[config.mk]
export PLATFORM = sky130hd
export DESIGN_NAME = dlt_ram
export DESIGN_NICKNAME = d
export VERILOG_FILES = /design/src/rtl/decaying_level_table_defines.svh /design/src/rtl/dlt_ram.sv
export SDC_FILE = /design/constraint.sdc
export NUM_CORES = 1
export LEC_CHECK = 0
export BUFFER_PORTS_ARGS = -buffer_cell sky130_fd_sc_hd__buf_2
export CORE_ASPECT_RATIO = 1.2
export CORE_MARGIN = 2
export CORE_UTILIZATION = 40
export CTS_BUF_LIST = sky130_fd_sc_hd__clkbuf_16
export CTS_CLUSTER_DIAMETER = 80
export DETAILED_ROUTE_END_ITERATION = 12
export SLEW_MARGIN = 20
export SYNTH_ARGS = -nofsm -noshare
export SYNTH_HDL_FRONTEND = slang
export SYNTH_SLANG_ARGS = --single-unit
[constraint.sdc]
create_clock -name clk -period 4.6 [get_ports clk]
set_input_delay 0.46 -clock clk [delete_from_list [all_inputs] [get_ports clk]]
set_output_delay 0.46 -clock clk [all_outputs]
set_load 0.1 [all_outputs]
[src/rtl/decaying_level_table_defines.svh]
// ----------------------------------------------------------------------------
// Assertion macros for the decaying level table
// Shared forms for the concurrent checks in the RTL modules.
// ----------------------------------------------------------------------------
`ifndef DECAYING_LEVEL_TABLE_DEFINES_SVH
`define DECAYING_LEVEL_TABLE_DEFINES_SVH

// Same-cycle implication, disabled during reset.
`define DLT_ASSERT_IMPL(label, clk, rst_n, ante, cons) \
    label: assert property (@(posedge clk) disable iff (!rst_n) (ante) |-> (cons)) \
        else $error("decaying level table: check failed");

// Next-cycle implication, disabled during reset.
`define DLT_ASSERT_NEXT(label, clk, rst_n, ante, cons) \
    label: assert property (@(posedge clk) disable iff (!rst_n) (ante) |=> (cons)) \
        else $error("decaying level table: check failed");

`endif

[src/rtl/dlt_ram.sv]
// ----------------------------------------------------------------------------
// Generic single-port-write RAM
// One write port and one read port; read data registered.
// ----------------------------------------------------------------------------
module dlt_ram #(
    parameter int WIDTH = 8,
    parameter int DEPTH = 16
) (
    input  logic                     clk,
    input  logic                     we,
    input  logic [$clog2(DEPTH)-1:0] waddr,
    input  logic [WIDTH-1:0]         wdata,
    input  logic [$clog2(DEPTH)-1:0] raddr,
    output logic [WIDTH-1:0]         rdata
);

    logic [WIDTH-1:0] mem [0:DEPTH-1];
    logic [WIDTH-1:0] rdata_reg;

    always_ff @(posedge clk)
    begin
        if (we)
        begin
            mem[waddr] <= wdata;
        end
        rdata_reg <= mem[raddr];
    end

    assign rdata = rdata_reg;

endmodule

==> metrics.md <==
| Metric | Value |
|---|---|
| Register area share after synthesis | 0.778 |
| FILL cells | ~1,100 |
| Global-route wire length before repair | between 15,000 and 20,000 microns |
| Detail Route Antenna Nets | 0 |
| # nets final | between 200 and 300 |
| Die outline width | around 110 microns |
| Drt pass-1 iters | 4 |
| H-tree depth | 4 |
| Multi-input gate area | 1070 sq um |
| Max FFs per register | approximately 130 |
| Final setup viols | 0 |
| GRT Total Usage | 0.162 |
| Clock Latency Late Sink | 0.41 ns |
| RSZ-0062 raised after global routing | no |
| Worst-margin pin slew | a little under 1 ns |
| Synthesis-to-finish area growth | 17.6% |
| Post-synth EDFFs | about 130 |
| Post-Syn Area | about 5100 sq um |
| Post-cts sizing count | 0 |
| Synth cell types | 19 |
| Placed cell area | ~5400 sq um |
| Tmin final | between 1.5 and 2 ns |
| Setup bufs post-CTS | 0 |
| Mean post-synth cell area | ~22 sq um |
| Fmax | roughly 0.55 GHz |
| PwrDens | around 500 nW/um^2 |
| Critical path peak fanout | 32 |
| IO Port Bufs | 25 |
| Share of layout cells above drive strength 1 | 0.273 |
| Top_reg_cell synth | edfxtp_1 |
| Largest cells by area after synthesis | edfxtp_1 75%, mux4_2 7.9%, mux4_1 7.1%, dfxtp_1 3.1%, a22oi_1 2.3% |
| CP startpoint kind | primary input |
| Starting Density | 0.408 |
| Post-detail-place hpwl | about 6100 microns |
| # rows | 45 |
| Post-synth top cells | 128 x edfxtp_1, 18 x mux4_2, 16 x a22oi_1, 14 x mux4_1, 13 x nor2_1 |
| Die height | ~130 microns |
| Core Region | between 10,000 and 15,000 sq um |
| Clk slew on worst S/H paths | 0.06 ns |
| Design Area, Final | 6050 sq um |
| DR vias/cell | ~5.4 |
| Total grt overflow | 0 |
| #FFs+latches synth | ~140 |
| WS Path Type | primary input to flip-flop |
| Pin count of the biggest net entering global routing | 33 |
| Setup TNS | 0 ns |
| Post-synth top area share | 0.747 |
| CTS tree | done |
| CTS root buf | clkbuf_16 |
| Slew Viols, Final | 0 |
| Cells after Synth | ~230 |
| Finished Layout Cells | approximately 440 |
| Critical path capture point type | flip-flop |
| Min-Delay Path Class | primary input to flip-flop |
| Cell with the most instances after synthesis | edfxtp_1 |
| Clock buffer count from CTS | 17 |
| Maximum clock path buffer count | 2 |
| Gp weighted congestion | about 0.70 |
| Lkg Pwr | around 0.0020 uW |
| Yosys top cell by area | edfxtp_1 |
| Post-Syn Nets | 247 |
| Clock skew | approximately 0.0063 ns |
| Max VDD drop | 0.000270 V |
| Period Utilization, post-route | 0.396 |
| DR vias | 2,383 |
| DR DRC count | 0 |
| Die area | approximately 14,000 sq um |
| Async S/R FF share, synth | 0 |
| Critical Path RT | 4.88 ns |
| Initial DRC count | roughly 180 |
| Relative slew slack | 0.338 |
| Storage cell area | roughly 4000 sq um |
| Final Hold Fails | 0 |
| Hold_buf cts | 0 |
| Arr. time, crit path | around 2.1 ns |
| Outcome | finished clean |
| Ys Warns | 0 |
| MaxCap Viol Count | 0 |
| Initial antenna violation count | 0 |
| Routed wire length per instance | approximately 23 microns |
| DP Cell Count | 410 |
| Io pins | 26 |
| Final WL | between 9000 and 10,000 microns |
| Number of global-route vias before repair | between 2,000 and 3,000 |
| Clock sink total | ~140 |
| Ant. Diodes | 0 |
## critical path, stage by stage
cell and delay (ns):
buf_4 0.48, mux4_1 0.68, a22oi_1 0.34, nand2_1 0.13
## metal layers
metal  part of all wire  global-route usage
met2               0.51               0.255
met3              0.054              0.0519
met5                  0                   0
met1               0.43               0.215
met4             0.0059              0.0566
## area by class of cell
type,count,area share
Clock buffer,17,0.0703
Sequential cell,136,0.662
Timing Repair Buffer,27,0.0236
Tap cell,164,0.0339
Multi-Input combinational cell,83,0.176
Clock inverter,15,0.0343
## cell usage in the layout, fill, tap and decap left out
cell type / count
a22oi_1: 16
and2_1: 1
and2b_1: 1
buf_2: 24
buf_4: 3
bufinv_16: 5
clkbuf_16: 17
clkinv_1: 4
clkinv_2: 1
clkinvlp_4: 5
dfxtp_1: 8
edfxtp_1: 128
mux4_1: 14
mux4_2: 18
nand2_1: 9
nand2b_1: 2
nand3_1: 1
nand3b_1: 2
nor2_1: 13
nor2b_1: 1
nor3_1: 2
nor3_2: 2
or3b_2: 1
## per-stage QoR
stage	power [uW]	util	setup WS, ns	hold WS [ns]
CTS	3030	0.480	2.44	0.426
detailed placement	1600	0.429	2.01	0.675
finish	3010	0.480	2.78	0.440
floorplan	1550	-	2.65	0.559
global route	3090	0.480	2.71	0.440
global placement	1600	0.429	2.03	0.651
## logic make-up after synthesis
group	count (synthesis)	share of synthesized area
AOI/OAI and AO/OA	16	0.0233
muxes	32	0.150
and+or+nand+nor	35	0.0318
buffers and inverters	10	0.0168
DFF	136	0.778
## worst paths after layout
kind / startpoint / end / slack [ns] / depth (start not counted)
max: raddr[0] / rdata[0] / 2.78 / 4
min: wdata[6] / mem[1][6] / 0.44 / 1
max reg2reg: mem[1][0] / rdata[0] / 3.08 / 3
min reg2reg: mem[8][1] / rdata[1] / 0.68 / 3
## report_power, final
| part | internal [uW] | switching, uW | total, uW |
|---|---|---|---|
| sequential | 1390 | 8.86 | 1390 |
| clock | 951 | 481 | 1430 |
| combinational | 49.8 | 132 | 181 |
| total | 2390 | 621 | 3010 |
Note: power is estimated with default switching activity, not from simulation.
