===== src/rtl/decaying_level_table_defines.svh =====
// ----------------------------------------------------------------------------
// Assertion macros for the decaying level table
// Shared forms for the concurrent checks in the RTL modules.
// ----------------------------------------------------------------------------
`ifndef DECAYING_LEVEL_TABLE_DEFINES_SVH
`define DECAYING_LEVEL_TABLE_DEFINES_SVH

// Same-cycle implication, disabled during reset.
`define DLT_ASSERT_IMPL(label, clk, rst_n, ante, cons) \
    label: assert property (@(posedge clk) disable iff (!rst_n) (ante) |-> (cons)) \
        else $error("decaying level table: check failed");

// Next-cycle implication, disabled during reset.
`define DLT_ASSERT_NEXT(label, clk, rst_n, ante, cons) \
    label: assert property (@(posedge clk) disable iff (!rst_n) (ante) |=> (cons)) \
        else $error("decaying level table: check failed");

`endif


===== src/rtl/dlt_pkg.sv =====
// ----------------------------------------------------------------------------
// Decaying level table package
// Widths, opcodes, fixed-point constants and the default decay rate table.
// ----------------------------------------------------------------------------
package dlt_pkg;

    localparam int ENTRIES     = 256;
    localparam int ADDR_W      = $clog2(ENTRIES);
    localparam int LEVEL_W     = 24;
    localparam int RATE_W      = 20;
    localparam int VAL_W       = 25;
    localparam int DT_W        = 24;
    localparam int SNAP_W      = 16;
    localparam int X_W         = RATE_W + DT_W;
    localparam int FAC_W       = 17;
    localparam int NAMED_COUNT = 61;

    localparam logic [X_W-1:0]     KDT_SMALL = 44'd429496730;
    localparam logic [32:0]        ONE32     = 33'h1_0000_0000;
    // exp(-1) in Q0.32
    localparam logic [31:0]        EXP_ONE   = 32'd1580030169;
    localparam logic [RATE_W-1:0]  RATE_MAX  = 20'hFFFFF;
    localparam logic [LEVEL_W-1:0] LEVEL_MAX = 24'hFFFFFF;

    localparam logic [LEVEL_W-1:0] FLOOR_RST   = 24'd0;
    localparam logic [LEVEL_W-1:0] CEILING_RST = 24'd65536;
    localparam logic [SNAP_W-1:0]  SNAP_RST    = 16'd66;

    typedef enum logic [2:0] {
        OP_SET      = 3'd0,
        OP_ADD      = 3'd1,
        OP_CONSUME  = 3'd2,
        OP_SET_RATE = 3'd3,
        OP_DECAY    = 3'd4,
        OP_READ     = 3'd5
    } dlt_op_t;

    typedef enum logic [1:0] {
        REG_FLOOR   = 2'd0,
        REG_CEILING = 2'd1,
        REG_SNAP    = 2'd2
    } dlt_reg_t;

    // Status of the decay factor unit seen by the sequencer.
    typedef struct packed {
        logic busy;
        logic done;
    } dlt_fac_stat_t;

    localparam logic [RATE_W-1:0] DEFAULT_RATE [0:NAMED_COUNT-1] = '{
        20'd0, 20'd0, 20'd0, 20'd0, 20'd0, 20'd0, 20'd0, 20'd0, 20'd0, 20'd0,
        20'd0, 20'd0, 20'd0, 20'd0, 20'd0, 20'd5243, 20'd2621, 20'd1311, 20'd0, 20'd0,
        20'd1966, 20'd1966, 20'd1311, 20'd1311, 20'd3277, 20'd655, 20'd1311, 20'd6554,
        20'd1311, 20'd5243,
        20'd6554, 20'd1966, 20'd0, 20'd0, 20'd0, 20'd0, 20'd13107, 20'd3277, 20'd3277,
        20'd6554,
        20'd2621, 20'd9830, 20'd5243, 20'd7864, 20'd7864, 20'd7864, 20'd328, 20'd2621,
        20'd5243, 20'd9830,
        20'd197, 20'd6554, 20'd0, 20'd0, 20'd0, 20'd0, 20'd52429, 20'd52429, 20'd655,
        20'd3277,
        20'd13107
    };

    function automatic logic [RATE_W-1:0] default_rate(input logic [7:0] idx);
        logic [RATE_W-1:0] r;
        r = '0;
        if (idx < 8'(NAMED_COUNT)) begin
            r = DEFAULT_RATE[idx[5:0]];
        end
        return r;
    endfunction

endpackage


===== src/rtl/dlt_factor.sv =====
// ----------------------------------------------------------------------------
// Decay factor unit
// Turns x = rate * time step (Q12.32) into exp(-x) rounded to Q1.16.
// ----------------------------------------------------------------------------
`include "decaying_level_table_defines.svh"

module dlt_factor (
    input  logic                        clk,
    input  logic                        rst_n,
    input  logic                        start,
    input  logic [dlt_pkg::X_W-1:0]     x,
    output dlt_pkg::dlt_fac_stat_t      stat,
    output logic [dlt_pkg::FAC_W-1:0]   factor
);

    typedef enum logic [3:0] {
        S_IDLE, S_SQ_MUL, S_SQ_SUM, S_T_MUL, S_T_LOAD, S_T_DIV,
        S_P_MUL, S_P_TAKE, S_F_MUL, S_F_TAKE, S_ROUND
    } state_t;

    state_t                      state_reg;
    logic [dlt_pkg::X_W-1:0]     x_reg;
    logic [31:0]                 frac_reg;
    logic [3:0]                  n_reg;
    logic [32:0]                 term_reg;
    logic [33:0]                 sum_reg;
    logic [3:0]                  k_reg;
    logic [32:0]                 en_reg;
    logic [3:0]                  i_reg;
    logic [65:0]                 mul_reg;
    logic [31:0]                 div_reg;
    logic [3:0]                  rem_reg;
    logic [1:0]                  cnt_reg;
    logic [33:0]                 f32_reg;
    logic [dlt_pkg::FAC_W-1:0]   factor_reg;
    logic                        done_reg;

    logic [32:0] mul_a;
    logic [32:0] mul_b;
    logic [31:0] div_next;
    logic [3:0]  rem_next;
    logic [18:0] rnd;

    always_comb
    begin
        mul_a = '0;
        mul_b = '0;
        unique case (state_reg)
            S_SQ_MUL:
            begin
                mul_a = x_reg[32:0];
                mul_b = x_reg[32:0];
            end
            S_T_MUL:
            begin
                mul_a = term_reg;
                mul_b = {1'b0, frac_reg};
            end
            S_P_MUL:
            begin
                mul_a = en_reg;
                mul_b = {1'b0, dlt_pkg::EXP_ONE};
            end
            S_F_MUL:
            begin
                mul_a = sum_reg[32:0];
                mul_b = en_reg;
            end
            default:
            begin
                mul_a = '0;
                mul_b = '0;
            end
        endcase
    end

    // Restoring division by the term index, eight quotient bits a cycle.
    always_comb
    begin
        logic [4:0]  t;
        logic [3:0]  r;
        logic [31:0] d;
        r = rem_reg;
        d = div_reg;
        for (int j = 0; j < 8; j++)
        begin
            t = {r, d[31]};
            d = {d[30:0], 1'b0};
            if (t >= {1'b0, k_reg})
            begin
                t = t - {1'b0, k_reg};
                d[0] = 1'b1;
            end
            r = t[3:0];
        end
        div_next = d;
        rem_next = r;
    end

    assign rnd = 19'((35'(f32_reg) + 35'd32768) >> 16);

    always_ff @(posedge clk)
    begin
        mul_reg <= mul_a * mul_b;
    end

    always_ff @(posedge clk or negedge rst_n)
    begin
        if (!rst_n)
        begin
            state_reg  <= S_IDLE;
            done_reg   <= 1'b0;
            x_reg      <= '0;
            frac_reg   <= '0;
            n_reg      <= '0;
            term_reg   <= '0;
            sum_reg    <= '0;
            k_reg      <= 4'd1;
            en_reg     <= '0;
            i_reg      <= '0;
            div_reg    <= '0;
            rem_reg    <= '0;
            cnt_reg    <= '0;
            f32_reg    <= '0;
            factor_reg <= '0;
        end
        else
        begin
            done_reg <= 1'b0;
            unique case (state_reg)
                S_IDLE:
                begin
                    if (start)
                    begin
                        x_reg <= x;
                        if (x < dlt_pkg::KDT_SMALL)
                        begin
                            state_reg <= S_SQ_MUL;
                        end
                        else if (x[43:32] >= 12'd12)
                        begin
                            // The factor underflows to zero.
                            f32_reg   <= '0;
                            state_reg <= S_ROUND;
                        end
                        else
                        begin
                            frac_reg  <= x[31:0];
                            n_reg     <= x[35:32];
                            term_reg  <= dlt_pkg::ONE32;
                            sum_reg   <= 34'(dlt_pkg::ONE32);
                            k_reg     <= 4'd1;
                            state_reg <= S_T_MUL;
                        end
                    end
                end
                S_SQ_MUL:
                begin
                    state_reg <= S_SQ_SUM;
                end
                S_SQ_SUM:
                begin
                    f32_reg   <= 34'(dlt_pkg::ONE32) - 34'(x_reg) + 34'(mul_reg[65:33]);
                    state_reg <= S_ROUND;
                end
                S_T_MUL:
                begin
                    state_reg <= S_T_LOAD;
                end
                S_T_LOAD:
                begin
                    div_reg   <= mul_reg[63:32];
                    rem_reg   <= '0;
                    cnt_reg   <= '0;
                    state_reg <= S_T_DIV;
                end
                S_T_DIV:
                begin
                    div_reg <= div_next;
                    rem_reg <= rem_next;
                    cnt_reg <= cnt_reg + 2'd1;
                    if (cnt_reg == 2'd3)
                    begin
                        term_reg <= {1'b0, div_next};
                        if (k_reg[0])
                        begin
                            sum_reg <= sum_reg - 34'(div_next);
                        end
                        else
                        begin
                            sum_reg <= sum_reg + 34'(div_next);
                        end
                        if (k_reg == 4'd12)
                        begin
                            en_reg    <= dlt_pkg::ONE32;
                            i_reg     <= '0;
                            state_reg <= S_P_MUL;
                        end
                        else
                        begin
                            k_reg     <= k_reg + 4'd1;
                            state_reg <= S_T_MUL;
                        end
                    end
                end
                S_P_MUL:
                begin
                    if (i_reg == n_reg)
                    begin
                        state_reg <= S_F_MUL;
                    end
                    else
                    begin
                        state_reg <= S_P_TAKE;
                    end
                end
                S_P_TAKE:
                begin
                    en_reg    <= mul_reg[64:32];
                    i_reg     <= i_reg + 4'd1;
                    state_reg <= S_P_MUL;
                end
                S_F_MUL:
                begin
                    state_reg <= S_F_TAKE;
                end
                S_F_TAKE:
                begin
                    f32_reg   <= 34'(mul_reg[65:32]);
                    state_reg <= S_ROUND;
                end
                S_ROUND:
                begin
                    if (rnd > 19'd65536)
                    begin
                        factor_reg <= 17'd65536;
                    end
                    else
                    begin
                        factor_reg <= rnd[16:0];
                    end
                    done_reg  <= 1'b1;
                    state_reg <= S_IDLE;
                end
                default:
                begin
                    state_reg <= S_IDLE;
                end
            endcase
        end
    end

    assign stat.busy = (state_reg != S_IDLE);
    assign stat.done = done_reg;
    assign factor    = factor_reg;

    `DLT_ASSERT_IMPL(a_rem_below_divisor, clk, rst_n, state_reg == S_T_DIV, rem_reg < k_reg)
    `DLT_ASSERT_IMPL(a_factor_bounded, clk, rst_n, done_reg, factor_reg <= 17'd65536)
    `DLT_ASSERT_IMPL(a_power_bounded, clk, rst_n, state_reg == S_P_TAKE, i_reg < 4'd12)

endmodule


===== config.mk =====
export PLATFORM = sky130hd
export DESIGN_NAME = dlt_factor
export DESIGN_NICKNAME = d
export VERILOG_FILES = /design/src/rtl/dlt_pkg.sv /design/src/rtl/dlt_factor.sv
export VERILOG_INCLUDE_DIRS = /design/src /design/src/rtl
export SDC_FILE = /design/constraint.sdc
export NUM_CORES = 2
export LEC_CHECK = 0
export ABC_AREA = 1
export BUFFER_PORTS_ARGS = -buffer_cell sky130_fd_sc_hd__buf_2
export CELL_PAD_IN_SITES_DETAIL_PLACEMENT = 0
export CELL_PAD_IN_SITES_GLOBAL_PLACEMENT = 1
export CORE_UTILIZATION = 50
export CTS_CLUSTER_SIZE = 14
export DETAILED_ROUTE_END_ITERATION = 8
export PLACE_DENSITY_LB_ADDON = 0.1
export SLEW_MARGIN = 5
export SYNTH_ARGS = -nofsm -noshare
export SYNTH_HDL_FRONTEND = slang
export SYNTH_SLANG_ARGS = --single-unit

===== constraint.sdc =====
create_clock -name clk -period 22.7 [get_ports clk]
set_input_delay 1.135 -clock clk [delete_from_list [all_inputs] [get_ports clk]]
set_output_delay 1.135 -clock clk [all_outputs]
set_load 0.02 [all_outputs]

==> flow_summary_export.csv <==
group,metric,value,unit
status,status,"finished, final reports clean",
yosys,synthArstFlopShare,0.883,
cts,clockBufferDepth,3,
pwr,p_seq_frac,0.391,
sta,slew_headroom,0.173,
floorplan,die_area,105000,um2
setup_path,arrival,18.02,ns
sta,finalCriticalPeriod,17.51,ns
pwr,ir_drop,0.0634,mV
final_layout,area_growth,6.43,%
routing,dr_total_vias,43900,
sta,final-max-slew-violation-count,0,
cts,cts_resized,0,
sta,fin_tns_setup,0,ns
floorplan,ios,66,
pwr,p_clk_frac,0.372,
setup_path,cp_slowest_cell,"nor3_1",
sta,rsz0062_at_grt,"no",
pwr,power_frac_comb,0.237,
cts,ctsHoldBuffers,0,
pwr,p_int,982,uW
grt,grtUsageTotal,0.357,
placement,dp_slack,5.13,ns
pwr,leakage,0.0276,uW
setup_path,end_kind,"flop",
yosys,ys.flop_type,"dfrtp_1",
sta,hold_viol,0,
pwr,powerDensity,26.7,nW/um2
yosys,ys_seq_elements,290,
setup_path,worst_path_most_repeated_cell,"nand2_1",
setup_path,worst_setup_path_start_kind,"flop",
yosys,ys_warn_count,0,
floorplan,rows,117,
sta,final.setup.worst_slack,5.19,ns
floorplan,start_util,0.507,
cts,cts_setup_buffers,0,
pwr,power.switching,493,uW
cts,cts_tree,"done",
final_layout,nets,7806,
yosys,syn-num-nets,7825,
yosys,avgSynthCellArea,8.10,um2
cts,htreeDepth,1,
yosys,syn_inst,6418,
floorplan,core,102000,um2
pwr,power,1480,uW
grt,antenna_found_initial,9,
final_layout,final_core_util,0.540,
floorplan,die_x,324,um
yosys,yosysUniqueCellTypes,63,
cts,cts-buffers-inserted,30,
routing,wl,184,mm
yosys,synth_edf_count,0,
placement,finalWeightedCongestion,0.981,
pwr,swShare,0.334,
sta,setup_viol,0,
sta,worst_pin_slew,1.24,ns
floorplan,die_h,324,um
sta,holdWs,0.487,ns
setup_path,crit_fanout,15,
setup_path,worstPathRequired,23.21,ns
routing,drt_iter0_markers,4267,
yosys,yosysSeqAreaShare,0.136,
cts,clock_sinks,290,
grt,grt_max_degree,169,
setup_path,crit_type,"reg2reg",
final_layout,drive_above_1_share,0.0554,
yosys,syn_area,52000,um2
setup_path,max_stage_delay,0.54,ns
cts,clockRootBuffer,"clkbuf_16",
sta,final.period_utilization,0.771,
sta,fmax,57.1,MHz
grt,grt_pass1_vias,44700,
job,cap_violations,0,
placement,dp_hpwl,148,mm
routing,first_pass_iters,5,
placement,port_buffers,65,
cts,clock_latency,0.63,ns
grt,grt_pass1_wl,281,mm
sta,fin_worst_skew,0.0585,ns
min_path,min_path_type,"reg2reg",
cts,clkSlewWorstSetupHoldPaths,0.07,ns
routing,vias_per_cell,5.64,
routing,drcViolationCount,0,
routing,routedWlPerCell,23.7,um
routing,ant_nets,0,
grt,grt_overflow_total,0,
[critical path, delay by kind of cell, from the launching register on]
kind                     cells  cell delay [ns]
flip-flops                   1             0.41
adder cells (fa/ha/maj)     10             3.18
buffers and inverters       10             1.40
AND/OR/NAND/NOR             43             5.89
AO/OA/AOI/OAI               28             6.44
[path summary, 6_finish.rpt]
check,startpoint,end,slack [ns],cells past startpoint
max in group asynchronous,rst_n,f32_reg[15]$_DFFE_PN0P_,20.70,2
max reg2reg,k_reg[2]$_DFFE_PN0P_,sum_reg[30]$_DFFE_PN0P_,5.19,91
max,k_reg[2]$_DFFE_PN0P_,sum_reg[30]$_DFFE_PN0P_,5.19,91
min,factor[14]$_DFFE_PN0P_,factor[14]$_DFFE_PN0P_,0.49,2
min in group asynchronous,rst_n,i_reg[1]$_DFFE_PN0P_,0.51,1
min reg2reg,factor[14]$_DFFE_PN0P_,factor[14]$_DFFE_PN0P_,0.49,2
[power groups by stage]
stage,Clock [uW],Combinational [uW],Sequential (uW)
6_report,549,350,577
5_1_grt,573,387,579
4_1_cts,557,344,575
3_5_place_dp,0,341,585
3_3_place_gp,0,344,587
2_1_floorplan,0,241,573
[final cells by class]
cell class	instances	area [um2]
fill	9949	47100
tap	1368	1710
multi-input combinational	4482	38900
clock inverter	20	244
timing repair buffer	194	1320
sequential	290	7090
inverter	1401	5260
clock buffer	36	823
antenna	1	2.50
[Yosys cell counts, drive strengths merged (9+ instances only)]
cell    number  area, um2
inv       1374       5160
buf         13       68.8
a21o        14        105
mux2        13        146
a221oi      16        140
nor4        37        231
nor2       529       2010
nand2     1497       5690
nor3        33        186
ha         394       4930
dfrtp      255       6380
nand3      124        716
clkbuf     232        871
a22oi       23        173
o21a        15        113
xor2        78        683
dfxtp       34        681
a21oi      230       1170
clkinv      27        101
nand4       36        231
o21ai      287       1440
a31oi       14       87.6
xnor2       43        377
fa         966      19300
o22ai       67        419
o31ai        9       67.6
[cells in the final DEF (no fill, tap or decap), types with 13 or more instances in the layout]
master	netlist	layout
inv_2	10	14
dfrtp_1	255	255
nor3_1	30	26
xor2_1	78	78
a21oi_1	228	226
dfxtp_1	34	34
fa_1	966	966
nor2_2	1	14
o21ai_0	279	278
a31oi_1	14	14
nand4_1	35	35
buf_2	1	64
nand3_1	114	113
a21o_1	14	14
nor2_1	525	510
mux2_2	13	13
nor4_1	37	32
ha_1	394	394
clkinv_1	27	27
nand2_1	1478	1477
xnor2_1	43	43
buf_4	1	128
inv_1	1364	1361
nand2_2	15	16
a22oi_1	23	23
o22ai_1	67	67
clkbuf_16	0	30
o21a_1	15	15
[metrics by stage]
| stage | cell area [um2] | instances |
|---|---|---|
| 5_1_grt | 55300 | 7791 |
| 3_5_place_dp | 54300 | 7735 |
| 3_3_place_gp | 54300 | 7735 |
| 4_1_cts | 55300 | 7791 |
| 6_report | 55300 | 7792 |
| 2_1_floorplan | 52000 | 6418 |
[metal layers]
metal / vias to the layer above / GRT usage / wire length (um)
met5: - / 0 / 173
met4: 6 / 0.108 / 6550
met3: 312 / 0.0532 / 15500
met2: 1890 / 0.558 / 83100
met1: 22400 / 0.512 / 79200
li1: 19400 / - / -
[kinds of logic (layout without fill, tap and decap cells)]
family / Yosys count / count (layout) / share of synthesized area
other cells: 0 / 1 / 0
mux: 13 / 13 / 0.00282
simple gates: 2264 / 2264 / 0.175
compound gates: 724 / 724 / 0.0790
xor+xnor: 121 / 121 / 0.0204
flops: 290 / 290 / 0.136
buf+inv: 1646 / 1651 / 0.119
fa+ha+maj: 1360 / 1360 / 0.467
No activity file was read; power rests on OpenSTA's default activity.
